## config.mk

```make
export PLATFORM = sky130hd
export DESIGN_NAME = pairwise_p_distance
export DESIGN_NICKNAME = d
export VERILOG_FILES = /design/src/hw/rtl/ppd_pkg.sv /design/src/hw/rtl/ppd_ctrl.sv /design/src/hw/rtl/ppd_datapath.sv /design/src/hw/rtl/pairwise_p_distance.sv
export SDC_FILE = /design/constraint.sdc
export NUM_CORES = 1
export LEC_CHECK = 0
export BUFFER_PORTS_ARGS = -buffer_cell sky130_fd_sc_hd__buf_2
export CORE_AREA = 4 4 103 105
export CTS_BUF_LIST = sky130_fd_sc_hd__clkbuf_8
export CTS_CLUSTER_DIAMETER = 100
export DETAILED_ROUTE_END_ITERATION = 8
export DIE_AREA = 0 0 107 109
export PLACE_DENSITY_LB_ADDON = 0.08
export SLEW_MARGIN = 20
export SYNTH_ARGS = -nofsm -noshare
export SYNTH_HDL_FRONTEND = slang
export SYNTH_SLANG_ARGS = --single-unit
export TNS_END_PERCENT = 30
```

## constraint.sdc

```tcl
create_clock -name clk -period 9.9 [get_ports clk]
set_input_delay 0.99 -clock clk [delete_from_list [all_inputs] [get_ports clk]]
set_output_delay 0.99 -clock clk [all_outputs]
set_load 0.01 [all_outputs]
```

## src/hw/rtl/ppd_pkg.sv

```systemverilog
// Shared constants, state encoding and control types for the pairwise p-distance block.
package ppd_pkg;

  localparam int FIELD_W = 17;
  localparam int FRAC_W = 16;
  localparam int SYM_W = 8;
  localparam int FIELD_MAX = 131071;
  localparam int MAX_COLUMNS_DEF = 65536;
  localparam int STEP_W = $clog2(FRAC_W);

  localparam logic [SYM_W-1:0] GAP_BYTE = 8'h2D;
  localparam logic [FIELD_W-1:0] ONE_Q16 = FIELD_W'(65536);

  typedef enum logic [1:0] {
    ST_COUNT,
    ST_LOAD,
    ST_ITER,
    ST_WRITE
  } ppd_state_t;

  typedef struct packed {
    logic cnt_en;
    logic div_load;
    logic div_step;
    logic out_load;
  } ppd_cmd_t;

  typedef struct packed {
    logic div_trivial;
    logic step_last;
    logic out_free;
  } ppd_status_t;

endpackage

```

## src/hw/rtl/ppd_ctrl.sv

```systemverilog
// Controller state machine: column intake, division sequencing and result hand-off.
module ppd_ctrl (
  input  logic                clk,
  input  logic                rst,
  input  logic                in_valid,
  input  logic                last,
  output logic                in_stall,
  input  ppd_pkg::ppd_status_t status,
  output ppd_pkg::ppd_cmd_t    cmd
);
  import ppd_pkg::*;

  ppd_state_t state;
  ppd_state_t state_next;

  always_ff @(posedge clk) begin
    if (rst) begin
      state <= ST_COUNT;
    end else begin
      state <= state_next;
    end
  end

  always_comb begin
    state_next = state;
    cmd = '0;
    in_stall = 1'b1;
    unique case (state)
      ST_COUNT: begin
        in_stall = 1'b0;
        cmd.cnt_en = in_valid;
        if (in_valid && last) begin
          state_next = ST_LOAD;
        end
      end
      ST_LOAD: begin
        cmd.div_load = 1'b1;
        state_next = status.div_trivial ? ST_WRITE : ST_ITER;
      end
      ST_ITER: begin
        cmd.div_step = 1'b1;
        if (status.step_last) begin
          state_next = ST_WRITE;
        end
      end
      ST_WRITE: begin
        if (status.out_free) begin
          cmd.out_load = 1'b1;
          state_next = ST_COUNT;
        end
      end
      default: begin
        state_next = ST_COUNT;
      end
    endcase
  end

endmodule

```

## src/hw/rtl/ppd_datapath.sv

```systemverilog
// Datapath: column counters, shift-subtract divider and result register.
module ppd_datapath #(
  parameter int MAX_COLUMNS = ppd_pkg::MAX_COLUMNS_DEF
) (
  input  logic                            clk,
  input  logic                            rst,
  input  ppd_pkg::ppd_cmd_t                cmd,
  output ppd_pkg::ppd_status_t             status,
  input  logic [ppd_pkg::SYM_W-1:0]        sym_a,
  input  logic [ppd_pkg::SYM_W-1:0]        sym_b,
  output logic                            out_valid,
  input  logic                            out_stall,
  output logic [ppd_pkg::FIELD_W-1:0]      distance,
  output logic [ppd_pkg::FIELD_W-1:0]      compared,
  output logic [ppd_pkg::FIELD_W-1:0]      mismatches,
  output logic                            no_overlap
);
  import ppd_pkg::*;

  localparam int LIMIT_INT = (MAX_COLUMNS < FIELD_MAX) ? MAX_COLUMNS : FIELD_MAX;
  localparam logic [FIELD_W-1:0] COUNT_LIMIT = FIELD_W'(LIMIT_INT);

  logic [FIELD_W-1:0] compared_count;
  logic [FIELD_W-1:0] mismatch_count;
  logic [FIELD_W-1:0] rem;
  logic [FIELD_W-1:0] quo;
  logic [STEP_W-1:0]  step;
  logic               qualify;
  logic [FIELD_W:0]   rem2;
  logic               ge;

  assign qualify = (sym_a != GAP_BYTE) && (sym_b != GAP_BYTE) && (compared_count < COUNT_LIMIT);
  assign rem2 = {rem, 1'b0};
  assign ge = rem2 >= {1'b0, compared_count};

  assign status.div_trivial = (mismatch_count == compared_count);
  assign status.step_last = (step == '0);
  assign status.out_free = !out_valid || !out_stall;

  always_ff @(posedge clk) begin
    if (rst) begin
      compared_count <= '0;
      mismatch_count <= '0;
    end else if (cmd.out_load) begin
      compared_count <= '0;
      mismatch_count <= '0;
    end else if (cmd.cnt_en && qualify) begin
      compared_count <= compared_count + FIELD_W'(1);
      if (sym_a != sym_b) begin
        mismatch_count <= mismatch_count + FIELD_W'(1);
      end
    end
  end

  always_ff @(posedge clk) begin
    if (cmd.div_load) begin
      rem <= mismatch_count;
      quo <= status.div_trivial ? ONE_Q16 : '0;
      step <= STEP_W'(FRAC_W - 1);
    end else if (cmd.div_step) begin
      if (ge) begin
        rem <= FIELD_W'(rem2 - {1'b0, compared_count});
      end else begin
        rem <= rem2[FIELD_W-1:0];
      end
      quo <= {quo[FIELD_W-2:0], ge};
      step <= step - STEP_W'(1);
    end
  end

  always_ff @(posedge clk) begin
    if (rst) begin
      out_valid <= 1'b0;
    end else if (cmd.out_load) begin
      out_valid <= 1'b1;
    end else if (!out_stall) begin
      out_valid <= 1'b0;
    end
  end

  always_ff @(posedge clk) begin
    if (cmd.out_load) begin
      distance <= quo;
      compared <= compared_count;
      mismatches <= mismatch_count;
      no_overlap <= (compared_count == '0);
    end
  end

endmodule

```

## src/hw/rtl/pairwise_p_distance.sv

```systemverilog
// Top level of the pairwise p-distance block.
// Columns are taken one a beat while the pair is being counted; gap columns and columns past
// the count limit leave the counters alone. The beat marked last closes the pair: intake then
// stops for the load and write-back states when the mismatch and compared counts are equal
// (including no overlap), otherwise also through the 16 steps of the shift-subtract divider
// that forms the Q1.16 quotient one bit a cycle. A finished result sits in the output
// register, so intake of the next pair resumes while it waits to be taken; the block holds
// only if a second result is ready before the first has gone.
module pairwise_p_distance #(
  parameter int MAX_COLUMNS = ppd_pkg::MAX_COLUMNS_DEF
) (
  input  logic                       clk,
  input  logic                       rst,
  input  logic                       in_valid,
  output logic                       in_stall,
  input  logic [ppd_pkg::SYM_W-1:0]  sym_a,
  input  logic [ppd_pkg::SYM_W-1:0]  sym_b,
  input  logic                       last,
  output logic                       out_valid,
  input  logic                       out_stall,
  output logic [ppd_pkg::FIELD_W-1:0] distance,
  output logic [ppd_pkg::FIELD_W-1:0] compared,
  output logic [ppd_pkg::FIELD_W-1:0] mismatches,
  output logic                       no_overlap
);
  import ppd_pkg::*;

  ppd_cmd_t    cmd;
  ppd_status_t status;

  ppd_ctrl u_ctrl (
    .clk      (clk),
    .rst      (rst),
    .in_valid (in_valid),
    .last     (last),
    .in_stall (in_stall),
    .status   (status),
    .cmd      (cmd)
  );

  ppd_datapath #(
    .MAX_COLUMNS (MAX_COLUMNS)
  ) u_datapath (
    .clk        (clk),
    .rst        (rst),
    .cmd        (cmd),
    .status     (status),
    .sym_a      (sym_a),
    .sym_b      (sym_b),
    .out_valid  (out_valid),
    .out_stall  (out_stall),
    .distance   (distance),
    .compared   (compared),
    .mismatches (mismatches),
    .no_overlap (no_overlap)
  );

endmodule

```

* After elaboration in Yosys (flattened, before gate mapping)
Cells that the tools add are included.
W data, S select, Z words.
** Cells by class
- Add/sub/neg operators :: 4
- Multipliers :: 0
- Div/mod/pow operators :: 0
- Magnitude comparators :: 2
- Equal/unequal tests :: 11
- Shift-type cells :: 0
- Muxes and demuxes :: 19
- Bitwise gates (word level) :: 0
- Reductions and logical operators :: 14
** Operators by type and width (number)
- $mux W17 :: 6
- $add A17 B1 Y17 const B :: 2
- $ge A18 B17 Y1 :: 1
- $eq A17 B17 Y1 :: 1
- $logic_not A17 Y1 :: 1
- $lt A17 B17 Y1 const B :: 1
- $sub A17 B17 Y17 :: 1
- $ne A8 B6 Y1 const B :: 2
- $mux W1 :: 9
- $ne A8 B8 Y1 :: 1
- $pmux W2 S4 :: 1
- $mux W2 :: 3
- $eq A2 B2 Y1 const B :: 2
- $logic_and A1 B1 Y1 :: 4
- $logic_not A4 Y1 :: 1
- $ne A2 B1 Y1 const B :: 2
- $ne A2 B2 Y1 const B :: 2
- $sub A4 B1 Y4 const B :: 1
- $reduce_and A3 Y1 :: 1
- $eq A2 B1 Y1 const B :: 1
- $logic_not A1 Y1 :: 2
- $logic_not A2 Y1 :: 1
- $reduce_and A2 Y1 :: 1
- $reduce_bool A2 Y1 :: 1
- 2 further kinds :: 2
** Storage, ports and cells
- Register bits :: 127
- Latch bits :: 0
- Memory bits (writable) :: 0
- Bits in read-only memories :: 0
- Input port bits :: 21
- Output and inout bits :: 54
- Logic and storage cells :: 61
- Memories kept :: 0

* Depth between registers and ports, before layout
- Word-level depth :: 5
- Depth in mapped cells :: 12
- Gate-level depth less buffers :: 9

* Modules after synthesis
From an unflattened synthesis, not the netlist that was laid out.
** Second synthesis, totals
- Cell total of the unflattened synthesis :: 588
- Area total of the unflattened synthesis :: 6443.7 µm²
** By module, submodules not included
- ppd_datapath :: instances 1, cells each 565, area each 6229.7 µm², sequential area each 3363.2 µm²
- ppd_ctrl :: instances 1, cells each 23, area each 214.0 µm², sequential area each 40.0 µm²

* Worst setup path before layout
OpenSTA, ideal clock, no wires.
- Kind :: input -> register
- Start point :: input out_stall
- End point :: register u_datapath.compared_count[0]
- Library setup time :: 0.128 ns
- Arrival time :: 6.213 ns
- Data required time :: 9.772 ns
- Path slack :: 3.560 ns
- Stages :: 6
- Buffers on the path :: 3
- Cells stage by stage :: a21boi_0 -> or2_2 -> clkbuf_1 -> clkbuf_1 -> buf_1 -> nor2_1
** Between the ends
- Longest elaborated chain between the ends :: 5
** Ends and longest elaborated chain
- from (decl) :: line pairwise_p_distance.sv:20 : input logic out_stall,
- $logic_not A1 Y1 :: line ppd_datapath.sv:38 : assign status.out_free = !out_valid || !out_stall;
- $logic_or A1 B1 Y1 :: line ppd_datapath.sv:38
- $mux W1 :: line ppd_ctrl.sv:47 : if (status.out_free) begin
- $mux W1 :: line ppd_ctrl.sv:28 : unique case (state)
- $reduce_or A2 Y1 (no line)
- to (signal assigned) :: line ppd_datapath.sv:48 : compared_count <= compared_count + FIELD_W'(1);
- to (decl) :: line ppd_datapath.sv:23 : logic [FIELD_W-1:0] compared_count;
No other way between the ends.
A chain may end at the register's enable or synchronous reset.

* Worst setup path after layout
- Start point :: register u_datapath.compared_count[13]
- End point :: register u_datapath.rem[1], data pin
** Between the ends
- Longest elaborated chain between the ends :: 4
** Ends and longest elaborated chain
- $ge A18 B17 Y1 :: line ppd_datapath.sv:34 : assign ge = rem2 >= {1'b0, compared_count};
- $mux W17 :: line ppd_datapath.sv:61 : if (ge) begin
- $mux W17 :: line ppd_datapath.sv:60 : end else if (cmd.div_step) begin
- $mux W17 :: line ppd_datapath.sv:56 : if (cmd.div_load) begin
- to (signal assigned) :: line ppd_datapath.sv:57 : rem <= mismatch_count;
- to (signal assigned) :: line ppd_datapath.sv:62 : rem <= FIELD_W'(rem2 - {1'b0, compared_count});
- to (signal assigned) :: line ppd_datapath.sv:64 : rem <= rem2[FIELD_W-1:0];
- to (decl) :: line ppd_datapath.sv:25 : logic [FIELD_W-1:0] rem;
No other way between the ends. The select of a mux whose other input is x is not followed.

==> impl_metrics.py <==
metrics = {
    "yosys": {
        "ys_types": 54,
        "ys_async_sr_fraction_pct": 0,
        "netlist.top_cell.by_area": "edfxtp_1",
        "avgSynthCellArea_sq_um": 11.05,
        "synth_top_area_share_pct": 41.45,
        "synthCells": 564,
        "ys_seq_area_share_pct": 54.63,
        "ys_ff_latch": 127,
        "syn_area_sq_mm": 0.006230,
        "yosys-top-cells-area": "edfxtp_1 (41%), dfxtp_1 (13%), xnor2_1 (5.3%)",
        "synth.yosys.warnings": 0,
        "mappedNetlistNets": 612,
        "synth_edf_count": 86,
        "synthFlopType": "edfxtp_1",
    },
    "cells_and_area": {
        "diodes": 0,
        "areaGrowthSynthToFinish_pct": 13.68,
        "fin_area_sq_mm": 0.007082,
        "drive_gt1_share_pct": 18.21,
        "fillers": 717,
        "final_nets": 683,
    },
    "setup_path": {
        "slowest_delay_ns": 0.66,
        "required_ns": 10.08,
        "worst_ep_arrival_time_ns": 3.32,
        "crit_chain": "inv_1 -> ha_1 -> a21oi_1 -> o21ai_0 -> a31oi_1 -> o21ai_0 -> o21ba_2 -> mux2i_1 -> mux2_2",
        "path_delay_family": "compound AO/OA/AOI/OAI gates",
        "end_kind": "flop",
        "critPathKind": "reg -> reg",
        "worstSetupStartpointType": "flop",
        "worst-path-stages": 9,
        "cp_slowest_cell": "o21ba_2",
        "r2r_cells": 9,
        "crit_path_frequent_cell": "o21ai_0",
        "crit_path_max_fanout": 30,
        "cp_num_buf_inv": 1,
    },
    "place": {
        "numPortBuffers": 74,
        "dp_hpwl_um": 9289,
        "placed_area_sq_mm": 0.006696,
        "gp_congestion": 0.8788,
    },
    "grt": {
        "use_met2_pct": 36.74,
        "grt_first_pass_wirelength_um": 20740,
        "globalRoute.totalOverflow": 0,
        "met1_usage_pct": 32.39,
        "grt_use_total_pct": 22.97,
        "grt_busiest_layer": "met2",
        "grt_pass1_vias": 4163,
        "grt_max_degree": 67,
        "use_met3_pct": 4.263,
        "grt_antenna_before_repair": 0,
    },
    "clocking": {
        "ctsHtreeMaxLevel": 4,
        "root_buffer": "clkbuf_8",
        "post-cts-setup-buffers": 0,
        "cts.path.max_buffers": 2,
        "clk_pin_slew_ns": 0.09,
        "cts_sinks": 127,
        "hold_buffers": 0,
        "clk_latency_ns": 0.43,
        "post_cts_resized": 0,
        "cts_tree": "done",
        "cts_made_buffers": 17,
    },
    "routing": {
        "antenna_left": 0,
        "wl_um": 13260,
        "drt_iter0_markers": 394,
        "viasPerCell": 5.793,
        "drc": 0,
        "dr.pass1.iters": 8,
        "vias": 4524,
        "wl_per_cell_um": 16.98,
    },
    "floorplan": {
        "die_w_um": 107,
        "start_util_pct": 64.63,
        "rows": 36,
        "die_area_sq_mm": 0.01166,
        "ioPinCount": 75,
        "core_sq_mm": 0.009639,
        "die_h_um": 109,
    },
    "worst_hold_path": {
        "min_path_cells": 0,
        "min_path_type": "reg -> reg",
    },
    "timing": {
        "setup-tns-final_ns": 0,
        "relSlewSlack_pct": 44.06,
        "max_freq_ghz": 0.3187,
        "hold_violations": 0,
        "fin_crit_sh_pct": 31.70,
        "period_minus_slack_ns": 3.138,
        "tightest_slew_ns": 0.8315,
        "slew_violations": 0,
        "rsz0062_at_grt": "no",
        "setup_viol": 0,
        "skew_ns": 0.01614,
    },
    "pwr": {
        "power.leakage_nw": 2.658,
        "peakVddDrop_mv": 0.2008,
        "p_total_mw": 2.070,
        "p_per_area_mw_per_mm2": 292.3,
    },
    "flow_run": {
        "maxCapViolations": 0,
    },
    "status": {
        "status": "completed",
    },
}
==> layout by cell type (no fill, tap or decap), types with 4 or more instances in the layout <==
cell type   netlist  routed
nor3_1            8       8
inv_1            28      28
o21ai_0          19      19
nand2b_1         10      10
nand4_1           8       8
o211ai_1          4       4
a31oi_1           8       8
a21oi_1          30      30
buf_2             1      74
ha_1             26      25
mux2i_1           5       5
a41o_1            5       5
a22oi_1           5       5
and2_1            4       4
o311ai_0          6       6
or3_1             5       5
xnor2_1          38      38
nand3b_1          6       6
edfxtp_1         86      86
nor2b_1          24      24
clkinvlp_4        0       4
inv_6             0       5
nand3_1          22      22
and3_1           10      10
nand2_1          37      37
xor2_1           23      23
dfxtp_1          41      41
nor4_1            9       9
clkbuf_8          0      17
nor2_1           38      38
==> cells in the mapped netlist, types with 3 or more instances <==
library cell and instances:
edfxtp_1 86, dfxtp_1 41, nor2_1 38, xnor2_1 38
nand2_1 37, a21oi_1 30, inv_1 28, ha_1 26
nor2b_1 24, xor2_1 23, nand3_1 22, clkbuf_1 21
o21ai_0 19, and3_1 10, nand2b_1 10, nor4_1 9
a31oi_1 8, nand4_1 8, nor3_1 8, nand3b_1 6
o311ai_0 6, a22oi_1 5, a41o_1 5, mux2i_1 5
or3_1 5, and2_1 4, o211ai_1 4, a21o_1 3
a221o_1 3, and4_1 3, o31ai_1 3
==> cells by family after synthesis <==
logic type,synth area share [%]
buffers and inverters,3.394
xor gates and xnor gates,8.576
muxes,0.9842
DFF,54.63
and+or+nand+nor,16.79
adders and majority gates,5.543
AOI/OAI and AO/OA,10.08
==> flip-flops by register name, indices dropped and copies added (netlist names) <==
register and flops:
u_ctrl.state 2, u_datapath.compared 17, u_datapath.compared_count 17, u_datapath.distance 17, u_datapath.mismatch_count 17, u_datapath.mismatches 17
u_datapath.no_overlap 1, u_datapath.out_valid 1, u_datapath.quo 17, u_datapath.rem 17, u_datapath.step 4
==> routing by layer <==
metal  vias up  wire [um]
met3        14        844
met5         -          0
met1      2146       6081
met2       178       6182
met4         0        150
li1       2186          -
==> layout make-up <==
type | instances | area, sq um | share of cell area [%]
multi-input cells | 384 | 2629 | 37.12
repair buffers | 77 | 392.9 | 5.548
clock buffers | 17 | 234.0 | 3.304
flip-flops and latches | 127 | 3403 | 48.06
well taps | 133 | 166.4 | 2.350
inverters | 28 | 105.1 | 1.484
clock inverters | 15 | 151.4 | 2.138
==> power breakdown <==
part / internal [mW] / leakage (nW) / switching (mW) / total [mW]
registers: 0.771 / 1.13 / 0.0636 / 0.835
logic: 0.316 / 1.34 / 0.482 / 0.799
clock network: 0.207 / 0.186 / 0.230 / 0.437
total: 1.29 / 2.66 / 0.776 / 2.07
==> worst paths after layout <==
kind	start	endpoint	slack [ns]
worst max register to register	u_datapath.compared_count[13]$_SDFFE_PP0P_	u_datapath.rem[1]$_DFFE_PP_	6.76
worst min-delay path	u_datapath.quo[16]$_DFFE_PP_	u_datapath.distance[16]$_DFFE_PP_	0.42
worst min register to register	u_datapath.quo[16]$_DFFE_PP_	u_datapath.distance[16]$_DFFE_PP_	0.42
worst max-delay path	u_datapath.compared_count[13]$_SDFFE_PP0P_	u_datapath.rem[1]$_DFFE_PP_	6.76
==> metrics by stage <==
stage | setup WS (ns) | utilization (%) | hold WS, ns | cells
2_1_floorplan | 3.560 | - | 0.4003 | 564
3_3_place_gp | 6.888 | 69.47 | 0.4086 | 749
5_1_grt | 6.539 | 73.47 | 0.4265 | 781
4_1_cts | 6.817 | 73.47 | 0.4182 | 781
3_5_place_dp | 6.808 | 69.47 | 0.4045 | 749
6_report | 6.762 | 73.47 | 0.4186 | 781
Note: power is estimated with default switching activity, not from simulation.
